`src/rtl/assert_macros.svh`:
```
// Assertion helpers for the RTL that checks itself, included by the scheduler.
// Each macro expects a clock named clk and a reset named rst in scope.
`ifndef ASSERT_MACROS_SVH
`define ASSERT_MACROS_SVH

// Same-cycle implication.
`define ASSERT_IMPL(label, ante, cons) \
  label: assert property (@(posedge clk) disable iff (rst) (ante) |-> (cons)) \
    else $error("assertion failed");

// Next-cycle implication.
`define ASSERT_NEXT(label, ante, cons) \
  label: assert property (@(posedge clk) disable iff (rst) (ante) |=> (cons)) \
    else $error("assertion failed");

`endif

```
`src/rtl/srtf_pkg.sv`:
```
`timescale 1ns / 1ps
`default_nettype none

package srtf_pkg;

  // Fixed widths of the channel fields.
  localparam int TIME_PORT_W = 16;
  localparam int SLOT_PORT_W = 4;

  // Command codes on the input channel.
  typedef enum logic [1:0] {
    CMD_LOAD  = 2'd0,
    CMD_TICK  = 2'd1,
    CMD_CLEAR = 2'd2
  } cmd_t;

  // Status codes on the result channel.
  typedef enum logic [2:0] {
    ST_LOADED    = 3'd0,
    ST_RAN       = 3'd1,
    ST_IDLE_TICK = 3'd2,
    ST_REJECTED  = 3'd3,
    ST_CLEARED   = 3'd4
  } status_t;

  // Control from the sequencer to the selection unit.
  typedef struct packed {
    logic start;  // forget the previous pick before a new scan
    logic valid;  // table read data is valid this cycle
  } pick_ctrl_t;

endpackage

`default_nettype wire

```
`src/rtl/srtf_table.sv`:
```
`timescale 1ns / 1ps
`default_nettype none

module srtf_table #(
  parameter int DEPTH  = 16,
  parameter int ADDR_W = 4,
  parameter int DATA_W = 48
) (
  input  wire logic              clk,
  input  wire logic              wr_en,
  input  wire logic [ADDR_W-1:0] wr_addr,
  input  wire logic [DATA_W-1:0] wr_data,
  input  wire logic              rd_en,
  input  wire logic [ADDR_W-1:0] rd_addr,
  output logic      [DATA_W-1:0] rd_data
);

  logic [DATA_W-1:0] mem [DEPTH];

  // One write port.
  always_ff @(posedge clk) begin
    if (wr_en) begin
      mem[wr_addr] <= wr_data;
    end
  end

  // One read port with registered data.
  always_ff @(posedge clk) begin
    if (rd_en) begin
      rd_data <= mem[rd_addr];
    end
  end

endmodule

`default_nettype wire

```
`src/rtl/srtf_pick.sv`:
```
`timescale 1ns / 1ps
`default_nettype none

module srtf_pick
  import srtf_pkg::*;
#(
  parameter int SLOT_W    = 4,
  parameter int TIME_BITS = 16
) (
  input  wire logic                 clk,
  input  wire logic                 rst,
  input  wire pick_ctrl_t           ctrl,
  input  wire logic [SLOT_W-1:0]    slot,
  input  wire logic [TIME_BITS-1:0] arrival,
  input  wire logic [TIME_BITS-1:0] burst,
  input  wire logic [TIME_BITS-1:0] remaining,
  input  wire logic [TIME_BITS-1:0] cur_tick,
  output logic                      found,
  output logic [SLOT_W-1:0]         best_slot,
  output logic [TIME_BITS-1:0]      best_arrival,
  output logic [TIME_BITS-1:0]      best_burst,
  output logic [TIME_BITS-1:0]      best_remaining
);

  logic better;

  // An entry wins if it has arrived, has work left and is strictly shorter,
  // so that ties stay with the lower slot seen first.
  assign better = ctrl.valid && (arrival <= cur_tick) && (remaining != '0) &&
                  (!found || (remaining < best_remaining));

  always_ff @(posedge clk) begin
    if (rst || ctrl.start) begin
      found <= 1'b0;
    end else if (better) begin
      found <= 1'b1;
    end
  end

  always_ff @(posedge clk) begin
    if (better) begin
      best_slot      <= slot;
      best_arrival   <= arrival;
      best_burst     <= burst;
      best_remaining <= remaining;
    end
  end

endmodule

`default_nettype wire

```
`src/rtl/srtf_preemptive_scheduler.sv`:
```
`timescale 1ns / 1ps
`default_nettype none

// Channel   Direction  Handshake           Payload
// input     in         in_valid/in_stall   cmd, arrival_time, burst_time
// result    out        out_valid/out_stall status, job_slot, job_finished,
//                                          completion_time, waiting_time,
//                                          turnaround_time, all_done
//
// A load or clear is staged at the transfer and registered from the result state;
// a tick first passes the scan, drain and update states (update alone if empty):
// the table is scanned one entry per cycle through its single read port, and the
// pick is written back. The input stalls until the result is registered.
// Synchronous reset clears the counters and clock; the table needs no clearing.
// A waiting result does not stall the input; the next one waits in the sequencer.

module srtf_preemptive_scheduler
  import srtf_pkg::*;
#(
  parameter int MAX_JOBS  = 16,
  parameter int TIME_BITS = 16
) (
  input  wire logic                   clk,
  input  wire logic                   rst,
  input  wire logic                   in_valid,
  output logic                        in_stall,
  input  wire logic [1:0]             cmd,
  input  wire logic [TIME_PORT_W-1:0] arrival_time,
  input  wire logic [TIME_PORT_W-1:0] burst_time,
  output logic                        out_valid,
  input  wire logic                   out_stall,
  output logic [2:0]                  status,
  output logic [SLOT_PORT_W-1:0]      job_slot,
  output logic                        job_finished,
  output logic [TIME_PORT_W-1:0]      completion_time,
  output logic [TIME_PORT_W-1:0]      waiting_time,
  output logic [TIME_PORT_W-1:0]      turnaround_time,
  output logic                        all_done
);

  localparam int SLOT_W  = $clog2(MAX_JOBS);
  localparam int CNT_W   = $clog2(MAX_JOBS + 1);
  localparam int ENTRY_W = 3 * TIME_BITS;
  localparam int TWIDE_W = (TIME_BITS > TIME_PORT_W) ? TIME_BITS : TIME_PORT_W;
  localparam int SWIDE_W = (SLOT_W > SLOT_PORT_W) ? SLOT_W : SLOT_PORT_W;
  localparam logic [TIME_BITS-1:0] TIME_MAX = {TIME_BITS{1'b1}};

  typedef enum logic [4:0] {
    S_IDLE   = 5'b00001,
    S_SCAN   = 5'b00010,
    S_DRAIN  = 5'b00100,
    S_UPDATE = 5'b01000,
    S_RESULT = 5'b10000
  } state_t;

  state_t state;

  logic [CNT_W-1:0]     jobs_loaded;
  logic [CNT_W-1:0]     jobs_completed;
  logic [TIME_BITS-1:0] current_tick;
  logic [CNT_W-1:0]     scan_idx;

  logic                 accept;
  cmd_t                 cmd_in;
  logic [TWIDE_W-1:0]   arr_wide;
  logic [TWIDE_W-1:0]   bur_wide;
  logic [TIME_BITS-1:0] arr_in;
  logic [TIME_BITS-1:0] bur_in;
  logic                 load_ok;

  logic                 wr_en;
  logic [SLOT_W-1:0]    wr_addr;
  logic [ENTRY_W-1:0]   wr_data;
  logic                 rd_en;
  logic [SLOT_W-1:0]    rd_addr;
  logic [ENTRY_W-1:0]   rd_data;
  logic                 rd_valid;
  logic [SLOT_W-1:0]    rd_slot;

  pick_ctrl_t           pick_ctrl;
  logic                 found;
  logic [SLOT_W-1:0]    best_slot;
  logic [TIME_BITS-1:0] best_arrival;
  logic [TIME_BITS-1:0] best_burst;
  logic [TIME_BITS-1:0] best_remaining;

  logic [TIME_BITS-1:0] rem_dec;
  logic [TIME_BITS-1:0] comp_val;
  logic [TIME_BITS-1:0] tat_val;
  logic [TIME_BITS-1:0] wait_val;

  status_t              res_status;
  logic [SLOT_W-1:0]    res_slot;
  logic                 res_fin;
  logic [TIME_BITS-1:0] res_comp;
  logic [TIME_BITS-1:0] res_tat;
  logic [TIME_BITS-1:0] res_burst;

  logic                 out_free;
  logic [TWIDE_W-1:0]   comp_wide;
  logic [TWIDE_W-1:0]   wait_wide;
  logic [TWIDE_W-1:0]   tat_wide;
  logic [SWIDE_W-1:0]   slot_wide;

  // Input transfer and field conditioning to the internal time width.
  assign in_stall = (state != S_IDLE);
  assign accept   = in_valid && !in_stall;
  assign cmd_in   = cmd_t'(cmd);
  assign arr_wide = TWIDE_W'(arrival_time);
  assign bur_wide = TWIDE_W'(burst_time);
  assign arr_in   = arr_wide[TIME_BITS-1:0];
  assign bur_in   = bur_wide[TIME_BITS-1:0];
  assign load_ok  = (bur_in != '0) && (jobs_loaded < CNT_W'(MAX_JOBS));

  // Table writes: a new job on load, the decremented entry after a tick.
  always_comb begin
    wr_en   = 1'b0;
    wr_addr = jobs_loaded[SLOT_W-1:0];
    wr_data = {arr_in, bur_in, bur_in};
    if (accept && (cmd_in == CMD_LOAD) && load_ok) begin
      wr_en = 1'b1;
    end else if ((state == S_UPDATE) && found) begin
      wr_en   = 1'b1;
      wr_addr = best_slot;
      wr_data = {best_arrival, best_burst, rem_dec};
    end
  end

  // Table reads during the scan, one slot per cycle.
  assign rd_en   = (state == S_SCAN);
  assign rd_addr = scan_idx[SLOT_W-1:0];

  always_ff @(posedge clk) begin
    if (rst) begin
      rd_valid <= 1'b0;
    end else begin
      rd_valid <= rd_en;
    end
  end

  always_ff @(posedge clk) begin
    rd_slot <= rd_addr;
  end

  srtf_table #(
    .DEPTH  (MAX_JOBS),
    .ADDR_W (SLOT_W),
    .DATA_W (ENTRY_W)
  ) u_table (
    .clk     (clk),
    .wr_en   (wr_en),
    .wr_addr (wr_addr),
    .wr_data (wr_data),
    .rd_en   (rd_en),
    .rd_addr (rd_addr),
    .rd_data (rd_data)
  );

  assign pick_ctrl.start = accept && (cmd_in == CMD_TICK);
  assign pick_ctrl.valid = rd_valid;

  srtf_pick #(
    .SLOT_W    (SLOT_W),
    .TIME_BITS (TIME_BITS)
  ) u_pick (
    .clk            (clk),
    .rst            (rst),
    .ctrl           (pick_ctrl),
    .slot           (rd_slot),
    .arrival        (rd_data[3*TIME_BITS-1:2*TIME_BITS]),
    .burst          (rd_data[2*TIME_BITS-1:TIME_BITS]),
    .remaining      (rd_data[TIME_BITS-1:0]),
    .cur_tick       (current_tick),
    .found          (found),
    .best_slot      (best_slot),
    .best_arrival   (best_arrival),
    .best_burst     (best_burst),
    .best_remaining (best_remaining)
  );

  // Completion figures for the picked job, with saturation and flooring.
  assign rem_dec  = best_remaining - TIME_BITS'(1);
  assign comp_val = (current_tick != TIME_MAX) ? current_tick + TIME_BITS'(1) : TIME_MAX;
  assign tat_val  = (comp_val > best_arrival) ? comp_val - best_arrival : '0;
  assign wait_val = (res_tat > res_burst) ? res_tat - res_burst : '0;

  // Sequencer and architectural counters.
  always_ff @(posedge clk) begin
    if (rst) begin
      state          <= S_IDLE;
      jobs_loaded    <= '0;
      jobs_completed <= '0;
      current_tick   <= '0;
      scan_idx       <= '0;
    end else begin
      case (state)
        S_IDLE: begin
          if (accept) begin
            case (cmd_in)
              CMD_LOAD: begin
                if (load_ok) begin
                  jobs_loaded <= jobs_loaded + CNT_W'(1);
                end
                state <= S_RESULT;
              end
              CMD_TICK: begin
                scan_idx <= '0;
                state    <= (jobs_loaded == '0) ? S_UPDATE : S_SCAN;
              end
              CMD_CLEAR: begin
                jobs_loaded    <= '0;
                jobs_completed <= '0;
                current_tick   <= '0;
                state          <= S_RESULT;
              end
              default: begin
                state <= S_IDLE;
              end
            endcase
          end
        end
        S_SCAN: begin
          scan_idx <= scan_idx + CNT_W'(1);
          if (scan_idx + CNT_W'(1) == jobs_loaded) begin
            state <= S_DRAIN;
          end
        end
        S_DRAIN: begin
          state <= S_UPDATE;
        end
        S_UPDATE: begin
          if (found && (rem_dec == '0)) begin
            jobs_completed <= jobs_completed + CNT_W'(1);
          end
          if (current_tick != TIME_MAX) begin
            current_tick <= current_tick + TIME_BITS'(1);
          end
          state <= S_RESULT;
        end
        S_RESULT: begin
          if (out_free) begin
            state <= S_IDLE;
          end
        end
        default: begin
          state <= S_IDLE;
        end
      endcase
    end
  end

  // Result staging, filled on the cycle the outcome is known.
  always_ff @(posedge clk) begin
    if (accept) begin
      res_slot  <= jobs_loaded[SLOT_W-1:0];
      res_fin   <= 1'b0;
      res_comp  <= '0;
      res_tat   <= '0;
      res_burst <= '0;
      if (cmd_in == CMD_CLEAR) begin
        res_status <= ST_CLEARED;
        res_slot   <= '0;
      end else if (load_ok) begin
        res_status <= ST_LOADED;
      end else begin
        res_status <= ST_REJECTED;
        res_slot   <= '0;
      end
    end else if (state == S_UPDATE) begin
      res_fin   <= 1'b0;
      res_comp  <= '0;
      res_tat   <= '0;
      res_burst <= '0;
      if (found) begin
        res_status <= ST_RAN;
        res_slot   <= best_slot;
        if (rem_dec == '0) begin
          res_fin   <= 1'b1;
          res_comp  <= comp_val;
          res_tat   <= tat_val;
          res_burst <= best_burst;
        end
      end else begin
        res_status <= ST_IDLE_TICK;
        res_slot   <= '0;
      end
    end
  end

  // Output register.
  assign out_free  = !out_valid || !out_stall;
  assign comp_wide = TWIDE_W'(res_comp);
  assign wait_wide = TWIDE_W'(wait_val);
  assign tat_wide  = TWIDE_W'(res_tat);
  assign slot_wide = SWIDE_W'(res_slot);

  always_ff @(posedge clk) begin
    if (rst) begin
      out_valid <= 1'b0;
    end else if ((state == S_RESULT) && out_free) begin
      out_valid <= 1'b1;
    end else if (!out_stall) begin
      out_valid <= 1'b0;
    end
  end

  always_ff @(posedge clk) begin
    if ((state == S_RESULT) && out_free) begin
      status          <= res_status;
      job_slot        <= slot_wide[SLOT_PORT_W-1:0];
      job_finished    <= res_fin;
      completion_time <= comp_wide[TIME_PORT_W-1:0];
      waiting_time    <= wait_wide[TIME_PORT_W-1:0];
      turnaround_time <= tat_wide[TIME_PORT_W-1:0];
      all_done        <= (jobs_completed == jobs_loaded);
    end
  end

  // Checks on the design's own bookkeeping.
  `include "assert_macros.svh"

  `ASSERT_IMPL(a_completed_le_loaded, 1'b1, jobs_completed <= jobs_loaded)
  `ASSERT_IMPL(a_no_write_in_scan, (state == S_SCAN) || (state == S_DRAIN), !wr_en)
  `ASSERT_IMPL(a_pick_in_table, (state == S_UPDATE) && found, CNT_W'(best_slot) < jobs_loaded)
  `ASSERT_NEXT(a_finish_is_run, (state == S_RESULT) && out_free && res_fin,
               out_valid && (status == ST_RAN))

endmodule

`default_nettype wire
```
`config.mk`:
```
export PLATFORM = sky130hd
export DESIGN_NAME = srtf_preemptive_scheduler
export DESIGN_NICKNAME = d
export VERILOG_FILES = /design/src/rtl/srtf_pkg.sv /design/src/rtl/srtf_table.sv /design/src/rtl/srtf_pick.sv /design/src/rtl/srtf_preemptive_scheduler.sv
export VERILOG_INCLUDE_DIRS = /design/src /design/src/rtl
export SDC_FILE = /design/constraint.sdc
export NUM_CORES = 1
export LEC_CHECK = 0
export BUFFER_PORTS_ARGS = -buffer_cell sky130_fd_sc_hd__buf_2
export CAP_MARGIN = 20
export CORE_ASPECT_RATIO = 0.7
export CORE_MARGIN = 1
export CORE_UTILIZATION = 45
export DETAILED_ROUTE_END_ITERATION = 8
export SLEW_MARGIN = 20
export SYNTH_ARGS = -nofsm -noshare
export SYNTH_HDL_FRONTEND = slang
export SYNTH_HIERARCHICAL = 1
export SYNTH_SLANG_ARGS = --single-unit
```
`constraint.sdc`:
```
create_clock -name clk -period 9.5 [get_ports clk]
set_input_delay 0.95 -clock clk [delete_from_list [all_inputs] [get_ports clk]]
set_output_delay 0.95 -clock clk [all_outputs]
set_load 0.02 [all_outputs]
```
==> run summary, run 1 <==
main area contributors after synthesis = edfxtp_1, mux4_2, dfxtp_1, ha_1, nand2_1
clk_skew = 18.0 ps
Buf/Inv on CP = 0
H-Tree Level Count = 3
syn nets = 2465
main combinational cell family by area after synthesis = multiplexers
Worst Path Class, Setup = reg2reg
met2 usage = 0.328
post-CTS setup buffer count = 0
post-synthesis cell count = 2355
final WL = 101 mm
post-synthesis cell area = 41000 sq um
Nets = 2622
DRC errors left = 0
CTS tree = built
ys async rst share = 0
CTS max path bufs = 3
max-slew violations = 0
Placeable Area = 90100 sq um
Max Cap Viol = 0
row count = 92
Root Driver = clkbuf_16
worst slew pin tran = 1050 ps
die span in y = 255 um
FMAX = 208 MHz
met1 usage = 0.347
Placer Congestion = 0.847
sequential area share after synthesis = 0.727
Placement Setup Slack = 4700 ps
gr busiest metal = met1
CTS Hold Bufs = 0
GR Util met3 = 0.0389
crit end category = flip-flop
first-pass GRT wire length = 149 mm
post-synthesis compound-gate area fraction = 0.0594
Synth Area per Inst = 17.4 sq um
vias in the first global route = 22000
Iter 0 DRT Violations = 2317
DIE WIDTH = 363 um
distinct cell type count after synthesis = 73
RSZ-0062 raised after global routing = false
TNS Setup = 0 ps
Critical Path, Cell by Cell = ha_1, nand3_1, nor4_2, nand3_1, nand2_1, ha_1, a21oi_1, nand2_1, a221o_1, a31oi_1, nor2_1, o311ai_4, o21ai_0
Static Leak = 0.0151 uW
xor/xnor share of the synthesized area = 0.0137
DR vias/cell = 5.86
Final Critical Period = 4800 ps
CP max FO = 16
first-pass iteration count of the detailed router = 5
WL/cell = 26.6 um
Initial Util = 0.455
EDFF count, synth = 932
CP Depth = 13
final hold viol count = 0
clk sinks = 1024
Num CTS Buffers = 95
Final Cycle Share = 0.505
startpoint type of the worst setup path = flip-flop
top-area cell type share of the netlist area = 0.682
critical-path cell with the highest stage delay = o311ai_4
diode count = 0
Power Dens Cells = 194 nW/um^2
IO Port Bufs = 96
cell family with most CP delay = simple AND/OR/NAND/NOR gates
Die ar. = 92400 sq um
mux contribution to synthesized area = 0.106
initial antenna violation count = 2
Synth Area in Simple Gates = 0.0526
Setup Viol. Count Final = 0
maximum VDD drop = 0.000130 V
Crit path largest cell delay = 700 ps
relative slew slack = 0.293
I/O Pins = 97
Fillers = 7238
largest net degree at the start of global routing = 92
Resized cells post-CTS = 0
Hold WC Path Type = reg2reg
Tot GR Track Use = 0.223
clock-pin slew on the worst setup and hold paths = 70 ps
Worst EP required = 10020 ps
Yosys reg bits = 1024
Area growth syn-to-layout = 13.1%
leading area contributor after synthesis = edfxtp_1
Final ANT Viol Nets = 0
Adder-Cell Fraction of Synth Area = 0.0223
fraction of layout cells with a size suffix above 1 = 0.213
reg2reg path depth = 13
Worst Path Arrival = 5320 ps
post-DP HPWL = 61.8 mm
total gr overflow = 0
Warnings, synthesis = 6
worst skew pair latency = 680 ps
PnR worst setup slack = 4700 ps
outcome = completed
WHS Path Cells = 0
routed via count = 22400
ys flop type = edfxtp_1
-- per-layer routing --
metal  share of wire  up-vias
met3           0.077      109
met5               0        -
met4           0.014        0
met1            0.47    11700
li1                -     9672
met2            0.44      916
-- worst paths after layout --
kind	startpoint	end	slack, ps
max	current_tick[0]$_SDFFE_PP0P_	res_tat[3]$_SDFFE_PP0P_	4700
max reg2reg	current_tick[0]$_SDFFE_PP0P_	res_tat[3]$_SDFFE_PP0P_	4700
min	rd_slot[1]$_DFF_P_	u_pick/best_slot[1]$_DFFE_PP_	410
min reg2reg	rd_slot[1]$_DFF_P_	u_pick/best_slot[1]$_DFFE_PP_	410
-- layout make-up --
type	count	area [sq um]	share of cell area
Tap cell	1222	1530	0.0329
Timing Repair Buffer	162	988	0.0213
Clock buffer	110	2480	0.0534
Multi-Input combinational cell	1147	10600	0.228
Inverter	82	308	0.00663
Sequential cell	1024	29800	0.643
Clock inverter	69	701	0.0151
-- Yosys cell counts, types with 17 or more instances --
master	number
edfxtp_1	932
xor2_1	24
nand3_1	29
mux4_2	192
xnor2_1	40
clkbuf_1	52
a22oi_1	99
a22o_1	18
ha_1	70
dfxtp_1	92
inv_1	82
buf_4	18
nor2_1	84
nor3_1	25
buf_1	17
o21ai_0	102
a21oi_1	49
nand2_1	210
-- cell families after synthesis --
| kind of cell | after synthesis |
|---|---|
| AOI/OAI and AO/OA | 359 |
| and+or+nand+nor | 459 |
| adders and majority gates | 72 |
| muxes | 193 |
| xor gates and xnor gates | 64 |
| DFF | 1024 |
| buffers and inverters | 184 |
-- flip-flops by register name (all words and copies together) (netlist names), 16 cells and up --
signal,count
u_pick/best_burst,16
res_burst,16
current_tick,16
completion_time,16
u_pick/best_remaining,16
comp_wide,16
turnaround_time,16
res_tat,16
u_table/rd_data,48
waiting_time,16
u_table/mem,768
u_pick/best_arrival,16
-- cells in the final DEF (no fill, tap or decap), types with 5 or more instances in the layout --
cell type,count
and3_1,11
nor2b_1,7
ha_1,70
bufinv_16,12
buf_4,65
o31ai_1,8
or3_1,7
dfxtp_1,90
nand3_1,29
nor2_1,70
nand2_1,209
o21ai_2,9
nor3_1,21
nand4_1,8
nand3b_1,9
a22o_1,18
mux4_2,192
xor2_1,24
o21ai_0,101
and2_1,10
a21oi_1,47
edfxtp_1,932
xnor2_1,40
clkinv_2,19
clkbuf_16,97
clkinv_1,25
inv_1,81
a22oi_1,99
nor2_4,13
and4_1,6
clkbuf_1,13
nor4_1,16
o21a_1,6
o21bai_1,5
a211oi_1,6
nand2b_1,16
a21o_1,12
buf_2,96
-- power by group --
group	switching (uW)	internal, uW
clock network	1680	2210
logic	139	45.4
registers	7.37	4920
-- metrics by stage --
stage,utilization,power [uW],cell area (sq um),cells,hold WS (ps)
2_1_floorplan,-,5120,41000,2355,386
3_3_place_gp,0.480,5200,43200,3637,389
3_5_place_dp,0.480,5210,43200,3637,395
4_1_cts,0.515,9070,46400,3816,410
5_1_grt,0.515,9250,46400,3816,420
6_report,0.515,9000,46400,3816,408
Power figures use the tool's default switching activity.
==> run 2, diff against run 1 <==
--- a/config.mk
+++ b/config.mk
@@ -6,6 +6,7 @@
 export SDC_FILE = /design/constraint.sdc
 export NUM_CORES = 1
 export LEC_CHECK = 0
+export ABC_AREA = 1
 export BUFFER_PORTS_ARGS = -buffer_cell sky130_fd_sc_hd__buf_2
 export CAP_MARGIN = 20
 export CORE_ASPECT_RATIO = 0.7
==> constraint.sdc (replaced) <==
create_clock -name clk -period 3.88 [get_ports clk]
set_input_delay 0.388 -clock clk [delete_from_list [all_inputs] [get_ports clk]]
set_output_delay 0.388 -clock clk [all_outputs]
set_load 0.02 [all_outputs]
==> run summary, run 2 <==
Area growth syn-to-layout = 12.3%
Worst EP required = 4460 ps (-5560 ps)
Critical Path, Cell by Cell = ha_1, nand2_2, nor2_4, nand3_2, nand3b_1, nor2_4, nand4_2, inv_2, buf_4, nor2_1, inv_1, ha_1, nand3_1, nand3_1, a21oi_1, o21ai_1, buf_4, a21oi_1, xor2_1, o21ai_1
largest net degree at the start of global routing = 144 (+57%)
Placeable Area = 100000 sq um (+11%)
top-area cell type share of the netlist area = 0.615 (-0.0672)
worst skew pair latency = 690 ps (about the same)
clk_skew = 18.8 ps (+0.851 ps)
die span in y = 268 um (+5.3%)
Hold WC Path Type = in2reg
I/O Pins = 97 (unchanged)
sequential area share after synthesis = 0.655 (-0.0716)
PnR worst setup slack = 310 ps (-4390 ps)
total gr overflow = 0 (unchanged)
outcome = completed
Synth Area per Inst = 10.2 sq um (-42%)
WHS Path Cells = 2 (+2)
Worst Path Class, Setup = reg2reg
routed via count = 30700 (+37%)
relative slew slack = 0.309 (+0.0156)
r2r startpoint = current_tick[1]$_SDFFE_PP0P_
post-synthesis cell count = 4474 (+90%)
Num CTS Buffers = 93 (-2.1%)
final instance area = 51100 sq um (+10%)
syn nets = 4584 (+86%)
Setup Viol. Count Final = 0 (unchanged)
Final ANT Viol Nets = 0 (unchanged)
CP max FO = 8 (-8)
Yosys reg bits = 1024 (unchanged)
final WL = 122 mm (+20%)
Worst Path Arrival = 4150 ps (-1170 ps)
largest registers = u_table/mem (768), u_table/rd_data (48)
FMAX = 280 MHz (+34%)
most flop-heavy register = u_table/mem
Max Cap Viol = 0 (unchanged)
post-synthesis cell area = 45500 sq um (+11%)
WL/cell = 20.2 um (-24%)
max-slew violations = 0 (unchanged)
most frequent cells in the layout = nand2_1, edfxtp_1, inv_1, nand3_1, nor2_1
clock-pin slew on the worst setup and hold paths = 70 ps (about the same)
first-pass iteration count of the detailed router = 5 (unchanged)
Die ar. = 102000 sq um (+11%)
placed cell count = 5846 (+61%)
cell with the most instances after synthesis = nand2_1
Iter 0 DRT Violations = 2847 (+23%)
ys async rst share = 0 (unchanged)
placed cell areas = 48000 sq um (+11%)
register area = 29800 sq um (about the same)
most common cell after layout, fill and taps aside = nand2_1
startpoint type of the worst setup path = flip-flop
fraction of layout cells with a size suffix above 1 = 0.0929 (-0.120)
DR vias/cell = 5.10 (-13%)
Final Critical Period = 3570 ps (-1230 ps)
DIE WIDTH = 382 um (+5.3%)
reg2reg path depth = 20 (+7)
CTS tree = built
Buf/Inv on CP = 4 (+4)
reg2reg setup slack = 310 ps (-4390 ps)
HP Start = rst
final hold viol count = 0 (unchanged)
RSZ-0062 raised after global routing = false
TNS Setup = 0 ps (unchanged)
first-pass GRT wire length = 180 mm (+21%)
DRC errors left = 0 (unchanged)
distinct cell type count after synthesis = 51 (-30%)
Final Non-Filler Cells = 6017 (+58%)
CTS max path bufs = 3 (unchanged)
Tot GR Track Use = 0.236 (+0.0130)
row count = 97 (+5.4%)
crit end category = flip-flop
Initial Util = 0.455 (-0.000660)
Placement Setup Slack = 130 ps (-4570 ps)
initial antenna violation count = 1 (-1)
max reg flops = 768 (unchanged)
Power Dens Cells = 463 nW/um^2 (+140%)
Nets = 4717 (+80%)
Multi-input gate area = 11800 sq um (+12%)
Root Driver = clkbuf_16
worst slew pin tran = 1030 ps (-17.8 ps)
diode count = 0 (unchanged)
IO Port Bufs = 96 (unchanged)
maximum VDD drop = 0.000378 V (+190%)
critical-path cell with the highest stage delay = dfxtp_1
Crit path largest cell delay = 380 ps (-320 ps)
Warnings, synthesis = 6 (unchanged)
hold endpoint = jobs_completed[1]$_SDFFE_PP0P_
EDFF count, synth = 932 (unchanged)
Fillers = 8938 (+23%)
vias in the first global route = 28600 (+30%)
Commonest cells post-synth = nand2_1, edfxtp_1, inv_1
cell family with most CP delay = simple AND/OR/NAND/NOR gates
post-DP HPWL = 71.4 mm (+16%)
FF-to-FF End = res_tat[12]$_SDFFE_PP0P_
Final Cycle Share = 0.920 (+0.415)
ys flop type = edfxtp_1
main area contributors after synthesis = edfxtp_1, nand2_1, nand3_1, inv_1, dfxtp_1
leading area contributor after synthesis = edfxtp_1
clk sinks = 1024 (unchanged)
Static Leak = 0.0214 uW (+41%)
H-Tree Level Count = 3 (unchanged)
Placer Congestion = 0.923 (+8.9%)
==> run 2: cell count changes in the layout (fill, tap and decap cells not counted), sizes merged, moves of 15 or more <==
cell and change:
a22oi -99, inv +696, a22o -16, xnor2 -30, nand3 +601, a21oi +40, nand2 +1092, o22ai +15
mux4 -192, nor2 +58, nand2b -16, buf +58
==> run 2: worst reg2reg max path, cell delays in order, from the launching register on <==
cell,delay [ps]
dfxtp_1,380
ha_1,210
nand2_2,80
nor2_4,110
nand3_2,120
nand3b_1,250
nor2_4,170
nand4_2,140
inv_2,140
buf_4,170
nor2_1,70
inv_1,60
ha_1,280
nand3_1,110
nand3_1,130
a21oi_1,290
o21ai_1,130
buf_4,160
a21oi_1,230
xor2_1,170
o21ai_1,80
==> run 2: metrics by stage <==
step	hold WS [ps]	total power [uW]	util
final	68.2	23600	0.510
after CTS	21.8	23800	0.510
after detailed placement	391	14400	0.479
after floorplan	386	13800	-
after global placement	389	14300	0.479
after global routing	44.5	24400	0.510
==> run 2: kinds of logic after synthesis <==
kind of cell | share of synthesized area
AO/OA/AOI/OAI | 0.0294
flip-flops | 0.655
XOR/XNOR | 0.00750
buffers and inverters | 0.0883
adder cells (fa/ha/maj) | 0.0201
AND/OR/NAND/NOR | 0.199
==> run 2: per-layer routing <==
metal  vias to the layer above  part of all wire  GRT usage
li1                      14900                 -          -
met1                     14700              0.47      0.351
met3                       173             0.073     0.0437
met4                         0             0.026     0.0692
met2                       973              0.43      0.351
met5                         -                 0          0
==> run 2: power breakdown <==
part	total (uW)	leakage, uW	internal, uW	switching, uW
Clock	9520	0.00152	5410	4100
Combinational	1760	0.0107	471	1290
Sequential	12400	0.00914	12300	102
==> run 2: what timing repair did <==
action                                 4_1_cts  5_1_grt
endpoints found under the hold margin        1        0
hold buffers                                 1        0
setup buffers                                0        1
gates resized for setup                      0        7
setup endpoints to repair                    0       16
==> run 2: final cells by class <==
type                       count  area share
timing repair buffer         221      0.0332
inverter                     783      0.0579
clock buffer                 123      0.0506
clock inverter                46      0.0100
sequential                  1024       0.584
tap                         1336      0.0327
multi-input combinational   2484       0.232
==> run 2: worst max path at each step <==
| stage | from | end | cells past startpoint |
|---|---|---|---|
| 2_1_floorplan | state[0]$_SDFFE_PP1P_ | u_table/mem[10][0]$_DFFE_PP_ | 7 |
| 3_3_place_gp | current_tick[1]$_SDFFE_PP0P_ | res_tat[13]$_SDFFE_PP0P_ | 20 |
| 4_1_cts | current_tick[1]$_SDFFE_PP0P_ | res_tat[3]$_SDFFE_PP0P_ | 20 |
| 3_5_place_dp | current_tick[1]$_SDFFE_PP0P_ | res_tat[3]$_SDFFE_PP0P_ | 20 |
| 5_1_grt | current_tick[1]$_SDFFE_PP0P_ | res_tat[15]$_SDFFE_PP0P_ | 21 |
| 6_report | current_tick[1]$_SDFFE_PP0P_ | res_tat[12]$_SDFFE_PP0P_ | 20 |
